<file path="src/hs1_pkg.sv">
// ----------------------------------------------------------------------------
// hs1_pkg
// Types and constants shared by the HMAC-SHA1 engine modules.
// ----------------------------------------------------------------------------
package hs1_pkg;

	localparam int BLOCK_BYTES  = 64;
	localparam int DIGEST_BYTES = 20;

	localparam logic [7:0] IPAD_BYTE = 8'h36;
	localparam logic [7:0] OPAD_BYTE = 8'h5c;
	localparam logic [7:0] PAD_START = 8'h80;

	localparam logic [1:0] ACT_KEY_BYTE = 2'd0;
	localparam logic [1:0] ACT_KEY_END  = 2'd1;
	localparam logic [1:0] ACT_MSG_BYTE = 2'd2;
	localparam logic [1:0] ACT_MSG_END  = 2'd3;

	localparam logic [31:0] SHA1_IV [5] = '{
		32'h67452301, 32'hEFCDAB89, 32'h98BADCFE, 32'h10325476, 32'hC3D2E1F0
	};

	typedef logic [4:0][31:0] hs1_chain_t;

	// byte commands from the sequencer into the SHA-1 core
	typedef struct packed {
		logic       init;
		logic       valid;
		logic       count;
		logic [7:0] data;
	} hs1_feed_t;

	// core status back to the sequencer
	typedef struct packed {
		logic        busy;
		logic [5:0]  pos;
		logic [60:0] len;
		logic        wrap;
	} hs1_stat_t;

	typedef enum logic [2:0] {
		PH_IDLE = 3'b001,
		PH_KEY  = 3'b010,
		PH_MSG  = 3'b100
	} hs1_phase_t;

	typedef enum logic [9:0] {
		S_READY     = 10'b0000000001,
		S_LONG_XFER = 10'b0000000010,
		S_LONG_LAST = 10'b0000000100,
		S_PAD_KEY   = 10'b0000001000,
		S_FINAL     = 10'b0000010000,
		S_DRAIN     = 10'b0000100000,
		S_KEYLOAD   = 10'b0001000000,
		S_OUTER     = 10'b0010000000,
		S_INNER     = 10'b0100000000,
		S_OUT       = 10'b1000000000
	} hs1_state_t;

	// big-endian byte of a 32-bit word, sel 0 is the top byte
	function automatic logic [7:0] word_byte(input logic [31:0] w, input logic [1:0] sel);
		logic [7:0] b;
		case (sel)
			2'd0:    b = w[31:24];
			2'd1:    b = w[23:16];
			2'd2:    b = w[15:8];
			default: b = w[7:0];
		endcase
		return b;
	endfunction

endpackage

</file>
<file path="src/hs1_if.sv">
// ----------------------------------------------------------------------------
// hs1_in_if / hs1_out_if
// Valid/ready channels for input items and digest results.
// ----------------------------------------------------------------------------
interface hs1_in_if;
	logic       valid;
	logic       ready;
	logic [1:0] action;
	logic [7:0] data_byte;

	modport source (output valid, output action, output data_byte, input ready);
	modport sink   (input valid, input action, input data_byte, output ready);
endinterface

interface hs1_out_if;
	logic        valid;
	logic        ready;
	logic [31:0] digest_word;
	logic [2:0]  word_index;
	logic        last_word;
	logic        error;

	modport source (output valid, output digest_word, output word_index,
		output last_word, output error, input ready);
	modport sink   (input valid, input digest_word, input word_index,
		input last_word, input error, output ready);
endinterface

</file>
<file path="src/hs1_ram.sv">
// ----------------------------------------------------------------------------
// hs1_ram
// Generic single-write, single-read RAM with registered read data.
// ----------------------------------------------------------------------------
module hs1_ram #(
	parameter int WIDTH = 8,
	parameter int DEPTH = 64
) (
	input  logic                     clk,
	input  logic                     we,
	input  logic [$clog2(DEPTH)-1:0] waddr,
	input  logic [WIDTH-1:0]         wdata,
	input  logic                     re,
	input  logic [$clog2(DEPTH)-1:0] raddr,
	output logic [WIDTH-1:0]         rdata
);

	logic [WIDTH-1:0] mem_q [DEPTH];

	always_ff @(posedge clk) begin
		if (we) begin
			mem_q[waddr] <= wdata;
		end
		if (re) begin
			rdata <= mem_q[raddr];
		end
	end

endmodule

</file>
<file path="src/hs1_core.sv">
// ----------------------------------------------------------------------------
// hs1_core
// SHA-1 block buffer and round unit: takes bytes, runs one round per cycle.
// ----------------------------------------------------------------------------
module hs1_core (
	input  logic              clk,
	input  logic              arst_n,
	input  hs1_pkg::hs1_feed_t feed,
	output hs1_pkg::hs1_stat_t stat,
	output hs1_pkg::hs1_chain_t chain
);
	import hs1_pkg::*;

	logic [511:0]  blk_q;
	hs1_chain_t    chain_q;
	logic [31:0]   a_q, b_q, c_q, d_q, e_q;
	logic [6:0]    round_q;
	logic          busy_q;
	logic [5:0]    pos_q;
	logic [60:0]   len_q;

	logic [31:0] w0, w2, w8, w13, w_new, f, k, t;
	logic        take;

	assign take = feed.valid && !busy_q && !feed.init;

	assign w0  = blk_q[511:480];
	assign w2  = blk_q[447:416];
	assign w8  = blk_q[255:224];
	assign w13 = blk_q[95:64];

	always_comb begin
		w_new = w13 ^ w8 ^ w2 ^ w0;
		w_new = {w_new[30:0], w_new[31]};
		if (round_q < 7'd20) begin
			f = (b_q & c_q) | (~b_q & d_q);
			k = 32'h5A827999;
		end else if (round_q < 7'd40) begin
			f = b_q ^ c_q ^ d_q;
			k = 32'h6ED9EBA1;
		end else if (round_q < 7'd60) begin
			f = (b_q & c_q) | (b_q & d_q) | (c_q & d_q);
			k = 32'h8F1BBCDC;
		end else begin
			f = b_q ^ c_q ^ d_q;
			k = 32'hCA62C1D6;
		end
		t = {a_q[26:0], a_q[31:27]} + f + e_q + k + w0;
	end

	always_ff @(posedge clk or negedge arst_n) begin
		if (!arst_n) begin
			busy_q  <= 1'b0;
			round_q <= '0;
			pos_q   <= '0;
			len_q   <= '0;
			for (int i = 0; i < 5; i++) chain_q[i] <= SHA1_IV[i];
		end else if (feed.init) begin
			pos_q <= '0;
			len_q <= '0;
			for (int i = 0; i < 5; i++) chain_q[i] <= SHA1_IV[i];
		end else if (busy_q) begin
			if (round_q == 7'd80) begin
				chain_q[0] <= chain_q[0] + a_q;
				chain_q[1] <= chain_q[1] + b_q;
				chain_q[2] <= chain_q[2] + c_q;
				chain_q[3] <= chain_q[3] + d_q;
				chain_q[4] <= chain_q[4] + e_q;
				busy_q     <= 1'b0;
			end else begin
				round_q <= round_q + 7'd1;
			end
		end else if (take) begin
			pos_q <= pos_q + 6'd1;
			if (feed.count) begin
				len_q <= len_q + 61'd1;
			end
			if (pos_q == 6'd63) begin
				busy_q  <= 1'b1;
				round_q <= '0;
			end
		end
	end

	// datapath: block window and working variables
	always_ff @(posedge clk) begin
		if (busy_q && round_q != 7'd80) begin
			blk_q <= {blk_q[479:0], w_new};
			e_q   <= d_q;
			d_q   <= c_q;
			c_q   <= {b_q[1:0], b_q[31:2]};
			b_q   <= a_q;
			a_q   <= t;
		end else if (take) begin
			blk_q <= {blk_q[503:0], feed.data};
			if (pos_q == 6'd63) begin
				a_q <= chain_q[0];
				b_q <= chain_q[1];
				c_q <= chain_q[2];
				d_q <= chain_q[3];
				e_q <= chain_q[4];
			end
		end
	end

	assign stat.busy = busy_q;
	assign stat.pos  = pos_q;
	assign stat.len  = len_q;
	assign stat.wrap = take && feed.count && (&len_q);
	assign chain     = chain_q;

endmodule

</file>
<file path="src/hmac_sha1_engine.sv">
// Items: a key or message byte is taken when ready; a byte that closes a 64-byte block
// starts 80 SHA-1 rounds and one chaining add in the core, one round a cycle.
// Key end: the ipad block is fed from the key RAM, each byte read before it is fed,
// and hashed; a long key first adds its padding and reloads its digest into the RAM.
// Message end: padding, opad block, 20 inner digest bytes and final padding, then
// five result transfers, or one error transfer. Reset: idle, IV loaded.
// ----------------------------------------------------------------------------
// hmac_sha1_engine
// HMAC-SHA1 sequencer around a shared SHA-1 round unit and a 64-byte key RAM.
// ----------------------------------------------------------------------------
module hmac_sha1_engine (
	input  logic            clk,
	input  logic            arst_n,
	hs1_in_if.sink          item,
	hs1_out_if.source       result
);
	import hs1_pkg::*;

	localparam logic [6:0] KEY_CAP = 7'(BLOCK_BYTES);
	localparam logic [6:0] DIG_LEN = 7'(DIGEST_BYTES);
	localparam logic [5:0] DIG_LAST = 6'(DIGEST_BYTES - 1);

	hs1_state_t  state_q, ret_q;
	hs1_phase_t  phase_q;
	logic [6:0]  key_count_q;
	logic        key_long_q, ovf_q;
	logic [5:0]  idx_q;
	logic        rd_pend_q;
	logic [7:0]  pad_q, byte_q;
	logic        outer_q, err_q;
	logic [2:0]  out_idx_q;
	logic        s80_q, lm_q;
	logic [63:0] len_bits_q;
	hs1_chain_t  inner_q;

	hs1_feed_t   feed;
	hs1_stat_t   stat;
	hs1_chain_t  chain;

	logic        ram_we, ram_re;
	logic [5:0]  ram_waddr, ram_raddr;
	logic [7:0]  ram_wdata, ram_rdata;

	logic        acc, new_run, eff_long, len_byte;
	logic [6:0]  eff_count;
	logic [7:0]  key_byte, chain_byte, inner_byte, fin_byte;

	hs1_core u_core (
		.clk    (clk),
		.arst_n (arst_n),
		.feed   (feed),
		.stat   (stat),
		.chain  (chain)
	);

	hs1_ram #(.WIDTH(8), .DEPTH(BLOCK_BYTES)) u_key_ram (
		.clk   (clk),
		.we    (ram_we),
		.waddr (ram_waddr),
		.wdata (ram_wdata),
		.re    (ram_re),
		.raddr (ram_raddr),
		.rdata (ram_rdata)
	);

	assign item.ready = (state_q == S_READY) && !stat.busy;
	assign acc        = item.valid && item.ready;
	assign new_run    = (phase_q != PH_KEY);
	assign eff_count  = new_run ? 7'd0 : key_count_q;
	assign eff_long   = !new_run && key_long_q;

	// entries at or above the fill count read as zero
	assign key_byte   = (({1'b0, idx_q} < key_count_q) ? ram_rdata : 8'h00) ^ pad_q;
	assign chain_byte = word_byte(chain[idx_q[4:2]], idx_q[1:0]);
	assign inner_byte = word_byte(inner_q[idx_q[4:2]], idx_q[1:0]);
	assign len_byte   = lm_q || (stat.pos == 6'd56);
	assign fin_byte   = !s80_q ? PAD_START : (len_byte ? len_bits_q[63:56] : 8'h00);

	always_comb begin
		feed      = '0;
		ram_we    = 1'b0;
		ram_re    = 1'b0;
		ram_waddr = eff_count[5:0];
		ram_raddr = idx_q;
		ram_wdata = item.data_byte;
		unique case (state_q)
			S_READY: begin
				if (acc) begin
					case (item.action)
						ACT_KEY_BYTE: begin
							feed.init = new_run;
							if (eff_long) begin
								feed.valid = 1'b1;
								feed.count = 1'b1;
								feed.data  = item.data_byte;
							end else if (eff_count < KEY_CAP) begin
								ram_we = 1'b1;
							end
						end
						ACT_KEY_END: begin
							feed.init = new_run || !key_long_q;
						end
						ACT_MSG_BYTE: begin
							if (phase_q == PH_MSG) begin
								feed.valid = 1'b1;
								feed.count = 1'b1;
								feed.data  = item.data_byte;
							end
						end
						default: ;
					endcase
				end
			end
			S_LONG_XFER, S_PAD_KEY: begin
				if (!rd_pend_q) begin
					ram_re = 1'b1;
				end else if (!stat.busy) begin
					feed.valid = 1'b1;
					feed.count = 1'b1;
					feed.data  = key_byte;
				end
			end
			S_LONG_LAST: begin
				if (!stat.busy) begin
					feed.valid = 1'b1;
					feed.count = 1'b1;
					feed.data  = byte_q;
				end
			end
			S_FINAL: begin
				if (!stat.busy) begin
					feed.valid = 1'b1;
					feed.data  = fin_byte;
				end
			end
			S_KEYLOAD: begin
				ram_we    = 1'b1;
				ram_waddr = idx_q;
				ram_wdata = chain_byte;
				feed.init = (idx_q == DIG_LAST);
			end
			S_OUTER: begin
				feed.init = 1'b1;
			end
			S_INNER: begin
				if (!stat.busy) begin
					feed.valid = 1'b1;
					feed.count = 1'b1;
					feed.data  = inner_byte;
				end
			end
			S_DRAIN, S_OUT: ;
			default: ;
		endcase
	end

	always_ff @(posedge clk or negedge arst_n) begin
		if (!arst_n) begin
			state_q     <= S_READY;
			ret_q       <= S_OUT;
			phase_q     <= PH_IDLE;
			key_count_q <= '0;
			key_long_q  <= 1'b0;
			ovf_q       <= 1'b0;
			idx_q       <= '0;
			rd_pend_q   <= 1'b0;
			pad_q       <= '0;
			byte_q      <= '0;
			outer_q     <= 1'b0;
			err_q       <= 1'b0;
			out_idx_q   <= '0;
			s80_q       <= 1'b0;
			lm_q        <= 1'b0;
			len_bits_q  <= '0;
			inner_q     <= '0;
		end else begin
			unique case (state_q)
				S_READY: begin
					if (acc) begin
						case (item.action)
							ACT_KEY_BYTE: begin
								if (new_run) begin
									phase_q    <= PH_KEY;
									ovf_q      <= 1'b0;
									key_long_q <= 1'b0;
								end
								if (!eff_long) begin
									if (eff_count < KEY_CAP) begin
										key_count_q <= eff_count + 7'd1;
									end else begin
										// key overflows the block: hash it instead
										key_long_q <= 1'b1;
										idx_q      <= '0;
										rd_pend_q  <= 1'b0;
										pad_q      <= 8'h00;
										byte_q     <= item.data_byte;
										state_q    <= S_LONG_XFER;
									end
								end
							end
							ACT_KEY_END: begin
								if (new_run) begin
									ovf_q       <= 1'b0;
									key_long_q  <= 1'b0;
									key_count_q <= '0;
								end
								phase_q <= PH_MSG;
								if (eff_long) begin
									ret_q   <= S_KEYLOAD;
									state_q <= S_FINAL;
								end else begin
									idx_q     <= '0;
									rd_pend_q <= 1'b0;
									pad_q     <= IPAD_BYTE;
									outer_q   <= 1'b0;
									state_q   <= S_PAD_KEY;
								end
							end
							ACT_MSG_END: begin
								phase_q   <= PH_IDLE;
								out_idx_q <= '0;
								if (phase_q != PH_MSG || ovf_q) begin
									err_q   <= 1'b1;
									state_q <= S_OUT;
								end else begin
									err_q   <= 1'b0;
									ret_q   <= S_OUTER;
									state_q <= S_FINAL;
								end
							end
							default: ;
						endcase
					end
				end
				S_LONG_XFER, S_PAD_KEY: begin
					if (!rd_pend_q) begin
						rd_pend_q <= 1'b1;
					end else if (!stat.busy) begin
						rd_pend_q <= 1'b0;
						idx_q     <= idx_q + 6'd1;
						if (idx_q == 6'(BLOCK_BYTES - 1)) begin
							if (state_q == S_LONG_XFER) begin
								state_q <= S_LONG_LAST;
							end else if (outer_q) begin
								state_q <= S_INNER;
							end else begin
								state_q <= S_READY;
							end
						end
					end
				end
				S_LONG_LAST: begin
					if (!stat.busy) begin
						state_q <= S_READY;
					end
				end
				S_FINAL: begin
					if (!stat.busy) begin
						if (!s80_q) begin
							s80_q      <= 1'b1;
							len_bits_q <= {stat.len, 3'b000};
						end else if (len_byte) begin
							lm_q       <= 1'b1;
							len_bits_q <= {len_bits_q[55:0], 8'h00};
							if (stat.pos == 6'd63) begin
								state_q <= S_DRAIN;
							end
						end
					end
				end
				S_DRAIN: begin
					if (!stat.busy) begin
						s80_q   <= 1'b0;
						lm_q    <= 1'b0;
						idx_q   <= '0;
						state_q <= ret_q;
					end
				end
				S_KEYLOAD: begin
					if (idx_q == DIG_LAST) begin
						key_count_q <= DIG_LEN;
						idx_q       <= '0;
						rd_pend_q   <= 1'b0;
						pad_q       <= IPAD_BYTE;
						outer_q     <= 1'b0;
						state_q     <= S_PAD_KEY;
					end else begin
						idx_q <= idx_q + 6'd1;
					end
				end
				S_OUTER: begin
					inner_q   <= chain;
					idx_q     <= '0;
					rd_pend_q <= 1'b0;
					pad_q     <= OPAD_BYTE;
					outer_q   <= 1'b1;
					state_q   <= S_PAD_KEY;
				end
				S_INNER: begin
					if (!stat.busy) begin
						idx_q <= idx_q + 6'd1;
						if (idx_q == DIG_LAST) begin
							ret_q   <= S_OUT;
							state_q <= S_FINAL;
						end
					end
				end
				S_OUT: begin
					if (result.ready) begin
						out_idx_q <= out_idx_q + 3'd1;
						if (err_q || out_idx_q == 3'd4) begin
							state_q <= S_READY;
						end
					end
				end
				default: state_q <= S_READY;
			endcase
			if (stat.wrap) begin
				ovf_q <= 1'b1;
			end
		end
	end

	assign result.valid       = (state_q == S_OUT);
	assign result.digest_word = err_q ? 32'h0 : chain[out_idx_q];
	assign result.word_index  = err_q ? 3'd0 : out_idx_q;
	assign result.last_word   = err_q || (out_idx_q == 3'd4);
	assign result.error       = err_q;

	a_ready_idle_core: assert property (@(posedge clk) disable iff (!arst_n)
		item.ready |-> !stat.busy)
		else $error("input ready while round unit busy");

	a_err_zero: assert property (@(posedge clk) disable iff (!arst_n)
		result.valid && result.error |-> result.digest_word == 32'h0 && result.last_word)
		else $error("error result carries digest data");

	a_last_idx: assert property (@(posedge clk) disable iff (!arst_n)
		result.valid && !result.error |-> result.last_word == (result.word_index == 3'd4))
		else $error("last word flag out of step with index");

	a_key_count: assert property (@(posedge clk) disable iff (!arst_n)
		key_count_q <= KEY_CAP)
		else $error("key fill count beyond block size");

endmodule
</file>
<file path="src/flat_wrapper.sv">
// flat-port wrapper written by rule: the top's interface ports become plain ports
module hmac_sha1_engine_flat import hs1_pkg::*;
  (clk, arst_n, item_valid, item_action, item_data_byte, item_ready, result_valid, result_digest_word, result_word_index, result_last_word, result_error, result_ready);
  hs1_in_if item_i ();
  hs1_out_if result_i ();
  input  logic clk;
  input  logic arst_n;
  input wire logic [$bits(item_i.valid)-1:0] item_valid;
  input wire logic [$bits(item_i.action)-1:0] item_action;
  input wire logic [$bits(item_i.data_byte)-1:0] item_data_byte;
  output wire logic [$bits(item_i.ready)-1:0] item_ready;
  output wire logic [$bits(result_i.valid)-1:0] result_valid;
  output wire logic [$bits(result_i.digest_word)-1:0] result_digest_word;
  output wire logic [$bits(result_i.word_index)-1:0] result_word_index;
  output wire logic [$bits(result_i.last_word)-1:0] result_last_word;
  output wire logic [$bits(result_i.error)-1:0] result_error;
  input wire logic [$bits(result_i.ready)-1:0] result_ready;
  assign item_i.valid = item_valid;
  assign item_i.action = item_action;
  assign item_i.data_byte = item_data_byte;
  assign item_ready = item_i.ready;
  assign result_valid = result_i.valid;
  assign result_digest_word = result_i.digest_word;
  assign result_word_index = result_i.word_index;
  assign result_last_word = result_i.last_word;
  assign result_error = result_i.error;
  assign result_i.ready = result_ready;
  hmac_sha1_engine u_core (.clk(clk), .arst_n(arst_n), .item(item_i), .result(result_i));
endmodule
</file>
<file path="config.mk">
export PLATFORM = sky130hd
export DESIGN_NAME = hmac_sha1_engine_flat
export DESIGN_NICKNAME = d
export VERILOG_FILES = /design/src/hs1_pkg.sv /design/src/hs1_if.sv /design/src/hs1_ram.sv /design/src/hs1_core.sv /design/src/hmac_sha1_engine.sv /design/src/flat_wrapper.sv
export SDC_FILE = /design/constraint.sdc
export NUM_CORES = 2
export LEC_CHECK = 0
export BUFFER_PORTS_ARGS = -buffer_cell sky130_fd_sc_hd__buf_2
export CAP_MARGIN = 20
export CORE_AREA = 2 2 398 499
export CTS_BUF_LIST = sky130_fd_sc_hd__clkbuf_8
export DETAILED_ROUTE_END_ITERATION = 7
export DIE_AREA = 0 0 400 501
export SYNTH_ARGS = -nofsm -noshare
export SYNTH_HDL_FRONTEND = slang
export SYNTH_SLANG_ARGS = --single-unit
export TNS_END_PERCENT = 1
</file>
<file path="constraint.sdc">
create_clock -name clk -period 13.2 [get_ports clk]
set_clock_uncertainty 0.15 [all_clocks]
set_input_delay 0 -clock clk [delete_from_list [all_inputs] [get_ports clk]]
set_output_delay 0 -clock clk [all_outputs]
set_load 0.005 [all_outputs]
</file>
Yosys cells after proc, flatten, opt, wreduce, memory -nomap -nowiden

Memories as Yosys holds them, arrays and structs flattened. A register that Yosys moved wholly into a read port is not among the register bits.
Cells that the tools add are included.
W data, S select, Z words.

ROM bits: 0
Register bits after elaboration: 1,193
Latch bits: 0
Output and inout bits: 39
Input port bits: 14
Memories kept: 1
Word-level logic and storage cells: 367
Bits in writable memories: 512

Memories:

| name                   | depth | bits a word | read ports | clocked after memory_dff | wr ports | line          | RTL |
|---|---|---|---|---|---|---|---|
| u_core.u_key_ram.mem_q | 64    | 8           | 1          | 1                        | 1        | hs1_ram.sv:18 | `logic [WIDTH-1:0] mem_q [DEPTH];` |

Add/subtract/negate cells: 15
Shifts and indexed selects: 0
Order comparisons: 7
$mul: 0
Eq/ne operators: 56
Divide/modulo/power cells: 0
Reduce and logical (&&, ||, !) cells: 63
Mux-type cells: 171
Bitwise operators: 18

Operator list:

| cell                    | count |
|---|---|
| $mux W512               | 2 |
| $mux W32                | 24 |
| $mux W160               | 3 |
| $mux W10                | 30 |
| $add A32 B32 Y32        | 9 |
| $bmux W32 S3            | 3 |
| $mux W61                | 4 |
| $xor A32 B32 Y32        | 5 |
| $and A32 B32 Y32        | 4 |
| $mux W64                | 2 |
| $or A32 B32 Y32         | 3 |
| $pmux W10 S9            | 1 |
| $mux W8                 | 10 |
| $mux W6                 | 12 |
| $pmux W8 S3             | 3 |
| $mux W7                 | 9 |
| $add A61 B1 Y61 const B | 1 |
| $reduce_and A61 Y1      | 1 |
| $pmux W10 S2            | 3 |
| $pmux W8 S5             | 1 |
| $mux W1                 | 36 |
| $pmux W6 S6             | 1 |
| $reduce_bool A2 Y1      | 17 |
| $not A32 Y32            | 1 |
| other kinds (64)        | 145 |

Longest topological paths before layout

Word-level depth: 13
Mapped depth: 25
Depth with buffers taken out: 23

Cells and area by module

From an unflattened synthesis, not the netlist that was laid out.

Cell total of the unflattened synthesis: 8,152
Area total of the unflattened synthesis: 87,813.0 um^2

Modules (own cells, without submodules):

| module           | sequential area each (um^2) | instances | area each (um^2) | cells each |
|---|---|---|---|---|
| hs1_core         | 26,160.1                    | 1         | 51,595.7         | 5,456 |
| hs1_ram          | 15,615.0                    | 1         | 20,270.7         | 972 |
| hmac_sha1_engine | 6,785.3                     | 1         | 15,946.5         | 1,724 |

Worst setup path after synthesis

No wires, ideal clock.

Kind: register -> register
Start point: register u_core.state_q[0]
End point: register u_core.u_core.blk_q[0] (enable)
Cell stages (with the launch flop): 9
Period minus slack after synthesis: 14.197 ns
Path slack: -0.997 ns
Arrival time: 10.353 ns
Cell sequence: dfstp_2 clkbuf_1 nor2_1 and3_1 buf_2 or4_1 buf_2 nor2_1 nand2_1

Cells in the longest elaborated chain, start to end: 8
Elaborated cells on any way between the ends: 18
Classes of those cells: 8 x eq/ne; 3 x mux; 7 x reduce/logical

Ends and longest elaborated chain:

| item                                                    | line                                           | RTL |
|---|---|---|
| start, declared                                         | hmac_sha1_engine.sv:23                         | `hs1_state_t state_q, ret_q;` |
| start signal, assigned                                  | hmac_sha1_engine.sv:276                        | `state_q <= ret_q;` |
| $eq A10 B1 Y1                                           | hmac_sha1_engine.sv:66, hmac_sha1_engine.sv:86 |  |
| $logic_and A1 B1 Y1                                     | hmac_sha1_engine.sv:66                         | `assign item.ready = (state_q == S_READY) && !stat.busy;` |
| $logic_and A1 B1 Y1                                     | hmac_sha1_engine.sv:67                         | `assign acc = item.valid && item.ready;` |
| $mux W11                                                | hmac_sha1_engine.sv:88                         | `if (acc) begin` |
| $pmux W1 S5 or $pmux W1 S3 (tied branches)              | hmac_sha1_engine.sv:86                         | `unique case (state_q)` |
| $logic_and A1 B1 Y1 or $logic_not A1 Y1 (tied branches) | hs1_core.sv:25                                 | `assign take = feed.valid && !busy_q && !feed.init;` |
| $logic_and A1 B1 Y1 *                                   | hs1_core.sv:25                                 |  |
| $reduce_bool A2 Y1 (no source line) *                   | -                                              |  |
| end signal, assigned                                    | hs1_core.sv:88                                 | `blk_q <= {blk_q[479:0], w_new};` |
| end signal, assigned                                    | hs1_core.sv:95                                 | `blk_q <= {blk_q[503:0], feed.data};` |
| end, declared                                           | hs1_core.sv:14                                 | `logic [511:0] blk_q;` |

Every way passes the cells marked *; elsewhere a longest branch is shown, timed or not.
A chain may end at the register's enable or synchronous reset.

Final worst setup path

Start point: register u_core.u_core.round_q[2]
End point: register u_core.u_core.a_q[31], data pin

Cells in the longest elaborated chain, start to end: 9
Elaborated cells on any way between the ends: 16
Classes of those cells: 4 x add/sub; 3 x order compare; 1 x eq/ne; 7 x mux; 1 x reduce/logical

Ends and longest elaborated chain:

| item                           | line           | RTL |
|---|---|---|
| start, declared                | hs1_core.sv:17 | `logic [6:0] round_q;` |
| start signal, assigned         | hs1_core.sv:71 | `round_q <= round_q + 7'd1;` |
| $lt A7 B6 Y1                   | hs1_core.sv:41 | `end else if (round_q < 7'd60) begin` |
| $mux W32                       | hs1_core.sv:41 |  |
| $mux W32                       | hs1_core.sv:38 | `end else if (round_q < 7'd40) begin` |
| $mux W32                       | hs1_core.sv:35 | `if (round_q < 7'd20) begin` |
| $add A32 B32 Y32 (4 in series) | hs1_core.sv:48 | `t = {a_q[26:0], a_q[31:27]} + f + e_q + k + w0;` |
| $mux W32 *                     | hs1_core.sv:87 | `if (busy_q && round_q != 7'd80) begin` |
| end signal, assigned           | hs1_core.sv:93 | `a_q <= t;` |
| end signal, assigned           | hs1_core.sv:97 | `a_q <= chain_q[0];` |
| end, declared                  | hs1_core.sv:16 | `logic [31:0] a_q, b_q, c_q, d_q, e_q;` |

Marked as above.

==> flow_metrics.tcl <==
set metrics [dict create \
    place.gp.congestion 1.02 \
    die_h_um 501 \
    yosysTopAreaCell "edfxtp_1" \
    row_count 182 \
    wire_per_inst_um 24.5 \
    drcViolationCount 0 \
    min_period_ns 7.37 \
    path_clk_slew_ns 0.07 \
    synth-seq-cells 1698 \
    post_dp_cell_area_mm2 0.0906 \
    synth_area_mm2 0.0876 \
    clk_path_buf_depth 4 \
    async_flop_share_pct 29.8 \
    yosys-top-cells-area "edfxtp_1 (41%), dfrtp_1 (12%), nand2_1 (12%), mux4_2 (5.7%), ha_1 (3.0%)" \
    crit_arrival_ns 7.98 \
    p_comb_share_pct 17.4 \
    start_util_pct 44.7 \
    critPathTopFamily "compound AO/OA/AOI/OAI gates" \
    routed_wl_mm 269 \
    cts-root-buf "clkbuf_8" \
    synth_cells 8084 \
    ys_types 95 \
    postCtsSetupBuffers 0 \
    slew_headroom_pct 15.6 \
    worst_ep_required_time_ns 13.80 \
    grt_pass1_wl_mm 401 \
    first_global_vias 62200 \
    hold_viol 0 \
    hpwl_mm 183 \
    clk_latency_ns 1.08 \
    drv_slew 0 \
    max_stage_delay_ns 0.92 \
    crit_path_start_kind "register" \
    area_growth_pct 10.2 \
    yosysWarnings 0 \
    max_cap_violations 0 \
    endpoint_kind "register" \
    crit_chain "a41oi_1 -> nand2_1 -> inv_1 -> nor2_2 -> inv_1 -> nor2_1 -> nor2_1 -> fa_1 -> fa_1 -> ha_1 -> and4_1 -> nand2_1 -> or3_1 -> a311o_1 -> o211a_1 -> a21oi_1 -> a211o_1 -> o41ai_1 -> xnor2_1 -> a21oi_1" \
    antenna_found_initial 21 \
    worst_pin_slew_ns 1.25 \
    grt_usage_pct 26.8 \
    cts_buffers 301 \
    hp-class "input port to asynchronous set/reset pin" \
    nNetsFinal 8517 \
    p_sw_share_pct 30.1 \
    rsz0062_at_grt "no" \
    crit_fanout 17 \
    p_sw_uw 4210 \
    finalSetupViolations 0 \
    synth_top_area_share_pct 40.9 \
    grt_max_degree 230 \
    power_density_mw_per_mm2 145 \
    design_area_mm2 0.0966 \
    power_frac_seq_pct 49.4 \
    die_width_um 400 \
    die_area_mm2 0.200 \
    syn_nets 8433 \
    cts_max_level 5 \
    crit_type "register to register" \
    internal_power_uw 9760 \
    firstDrtPassIters 8 \
    tritoncts "done" \
    synth-main-ff-cell "edfxtp_1" \
    post-route-period-util_pct 55.8 \
    design.portCount 53 \
    place_inst 10400 \
    clkPwrFrac_pct 33.2 \
    clock_sinks 1698 \
    drtIter0Drc 6474 \
    outcome "complete, no violations" \
    vdd_ir_drop_max_mv 0.147 \
    layout_commonest_cell "nand2_1" \
    portBuffers 52 \
    post-route-util_pct 49.3 \
    via_per_inst 5.73 \
    p_leak_uw 0.0395 \
    mostFrequentLayoutCells "nand2_1 (2,683), edfxtp_1 (1,192), dfrtp_1 (415), nor2_1 (370), inv_1 (363)" \
    ant_nets 0 \
    avgSynthCellArea_um2 10.8 \
    fmax_mhz 136 \
    fp.coreArea_mm2 0.196 \
    synth_edf_count 1192 \
    fin_tns_setup_ns 0 \
    fin_cells 11000 \
    vias 62900 \
    crit_buf_inv 2 \
    cp_slowest_cell "a41oi_1" \
    power_uw 14000 \
    grt_overflow 0 \
    drive_above_1_share_pct 12.0 \
    yosysSeqAreaShare_pct 55.4 \
]
## metrics by stage
| step | hold slack [ns] | worst slack (ns) |
|---|---|---|
| finish | 0.0862 | 5.83 |
| global route | 0.0713 | 5.50 |
| CTS | 0.00474 | 5.85 |
| detailed placement | -0.00211 | 5.87 |
| global placement | -0.0105 | 6.06 |
| floorplan | -0.446 | 4.31 |
## path summary, 6_finish.rpt
| path | startpoint | to | slack (ns) | cells after the start |
|---|---|---|---|---|
| setup / recovery | u_core.u_core.round_q[2] | u_core.u_core.a_q[31] | 5.83 | 20 |
| hold / removal | arst_n | u_core.u_core.chain[120] | 0.09 | 4 |
| setup reg to reg | u_core.u_core.round_q[2] | u_core.u_core.a_q[31] | 5.83 | 20 |
| hold reg to reg | u_core.inner_q[29] | u_core.inner_q[29] | 0.32 | 2 |
| max in group asynchronous | arst_n | u_core.inner_q[100] | 11.33 | 5 |
| min in group clk | item_valid | u_core.ovf_q | 0.12 | 6 |
## synth_stat cells, types with 15 or more instances
master,n
nor2_1,374
and2_1,18
nand2b_1,58
or2_2,18
nand4_1,36
a222oi_1,16
nand2_1,2686
nand3_1,133
a21oi_1,256
mux2i_1,88
dfrtp_1,423
a21o_1,77
mux2_2,100
fa_1,125
nor2b_1,29
o21a_1,28
and3_1,33
dfstp_2,83
a22o_1,54
xnor2_1,212
o211ai_1,49
inv_1,247
a211oi_1,29
mux4_2,223
nor3_1,47
or3_1,26
a221o_1,15
buf_1,41
clkbuf_1,362
a31oi_1,31
edfxtp_1,1192
a22oi_1,50
o21bai_1,18
xor2_1,99
o22ai_1,22
ha_1,210
a221oi_1,16
o21ai_0,355
o31ai_1,16
## worst reg2reg max path: stages (launching register included)
cell,delay [ns]
dfrtp_1,0.45
a41oi_1,0.92
nand2_1,0.86
inv_1,0.28
nor2_2,0.16
inv_1,0.57
nor2_1,0.09
nor2_1,0.16
fa_1,0.45
fa_1,0.49
ha_1,0.39
and4_1,0.28
nand2_1,0.12
or3_1,0.39
a311o_1,0.30
o211a_1,0.16
a21oi_1,0.31
a211o_1,0.22
o41ai_1,0.09
xnor2_1,0.15
a21oi_1,0.08
## power groups by stage
stage                     logic, uW  registers (uW)  clock network (uW)
after global routing           2660            6960                4960
after CTS                      2440            6900                4740
final                          2430            6900                4640
after global placement         2390            6990                   0
after floorplan                1650            7040                   0
after detailed placement       2420            7000                   0
## kinds of logic after synthesis
kind of cell / Yosys count / share of synthesized area [%]
compound gates: 1129 / 8.15
xor+xnor: 311 / 3.11
fa+ha+maj: 335 / 5.86
buf+inv: 656 / 2.83
flops: 1698 / 55.4
mux: 415 / 8.08
simple gates: 3540 / 16.6
## cell type report
class	instances	area (um2)
Clock inverter	195	990
Sequential cell	1698	48600
Clock buffer	328	4510
Tap cell	2576	3220
Timing Repair Buffer	189	1510
Multi-Input combinational cell	5730	36800
Inverter	248	931
Antenna cell	9	22.5
Fill cell	17800	99300
## per-layer routing
metal | vias up | track usage [%] | part of all wire [%]
li1 | 28500 | - | -
met1 | 31300 | 33.4 | 39
met2 | 2458 | 42.9 | 47
met3 | 650 | 5.52 | 7.6
met4 | 12 | 15.9 | 6.6
met5 | - | 0 | 0.030
## sequential cells by signal, summed over array words and instances, names as in the netlist, 3 cells and up
signal / count
u_core.u_core.pos_q: 6
u_core.phase_q: 3
u_core.u_core.a_q: 32
u_core.u_core.c_q: 32
u_core.len_bits_q: 61
u_core.pad_q: 3
u_core.ret_q: 3
u_core.inner_q: 160
u_core.byte_q: 8
u_core.u_core.chain: 160
u_core.u_core.round_q: 7
u_core.u_core.d_q: 32
u_core.u_core.b_q: 32
u_core.u_core.blk_q: 512
u_core.u_core.len_q: 61
u_core.u_key_ram.mem_q: 512
u_core.u_key_ram.rdata: 8
u_core.out_idx_q: 3
u_core.idx_q: 6
u_core.state_q: 10
u_core.u_core.e_q: 32
u_core.key_count_q: 7
## timing repair
item	4_1_cts	5_1_grt
endpoints found under the hold margin	1014	0
gates resized for setup	0	0
hold buffers	40	0
Note: power is estimated with default switching activity, not from simulation.
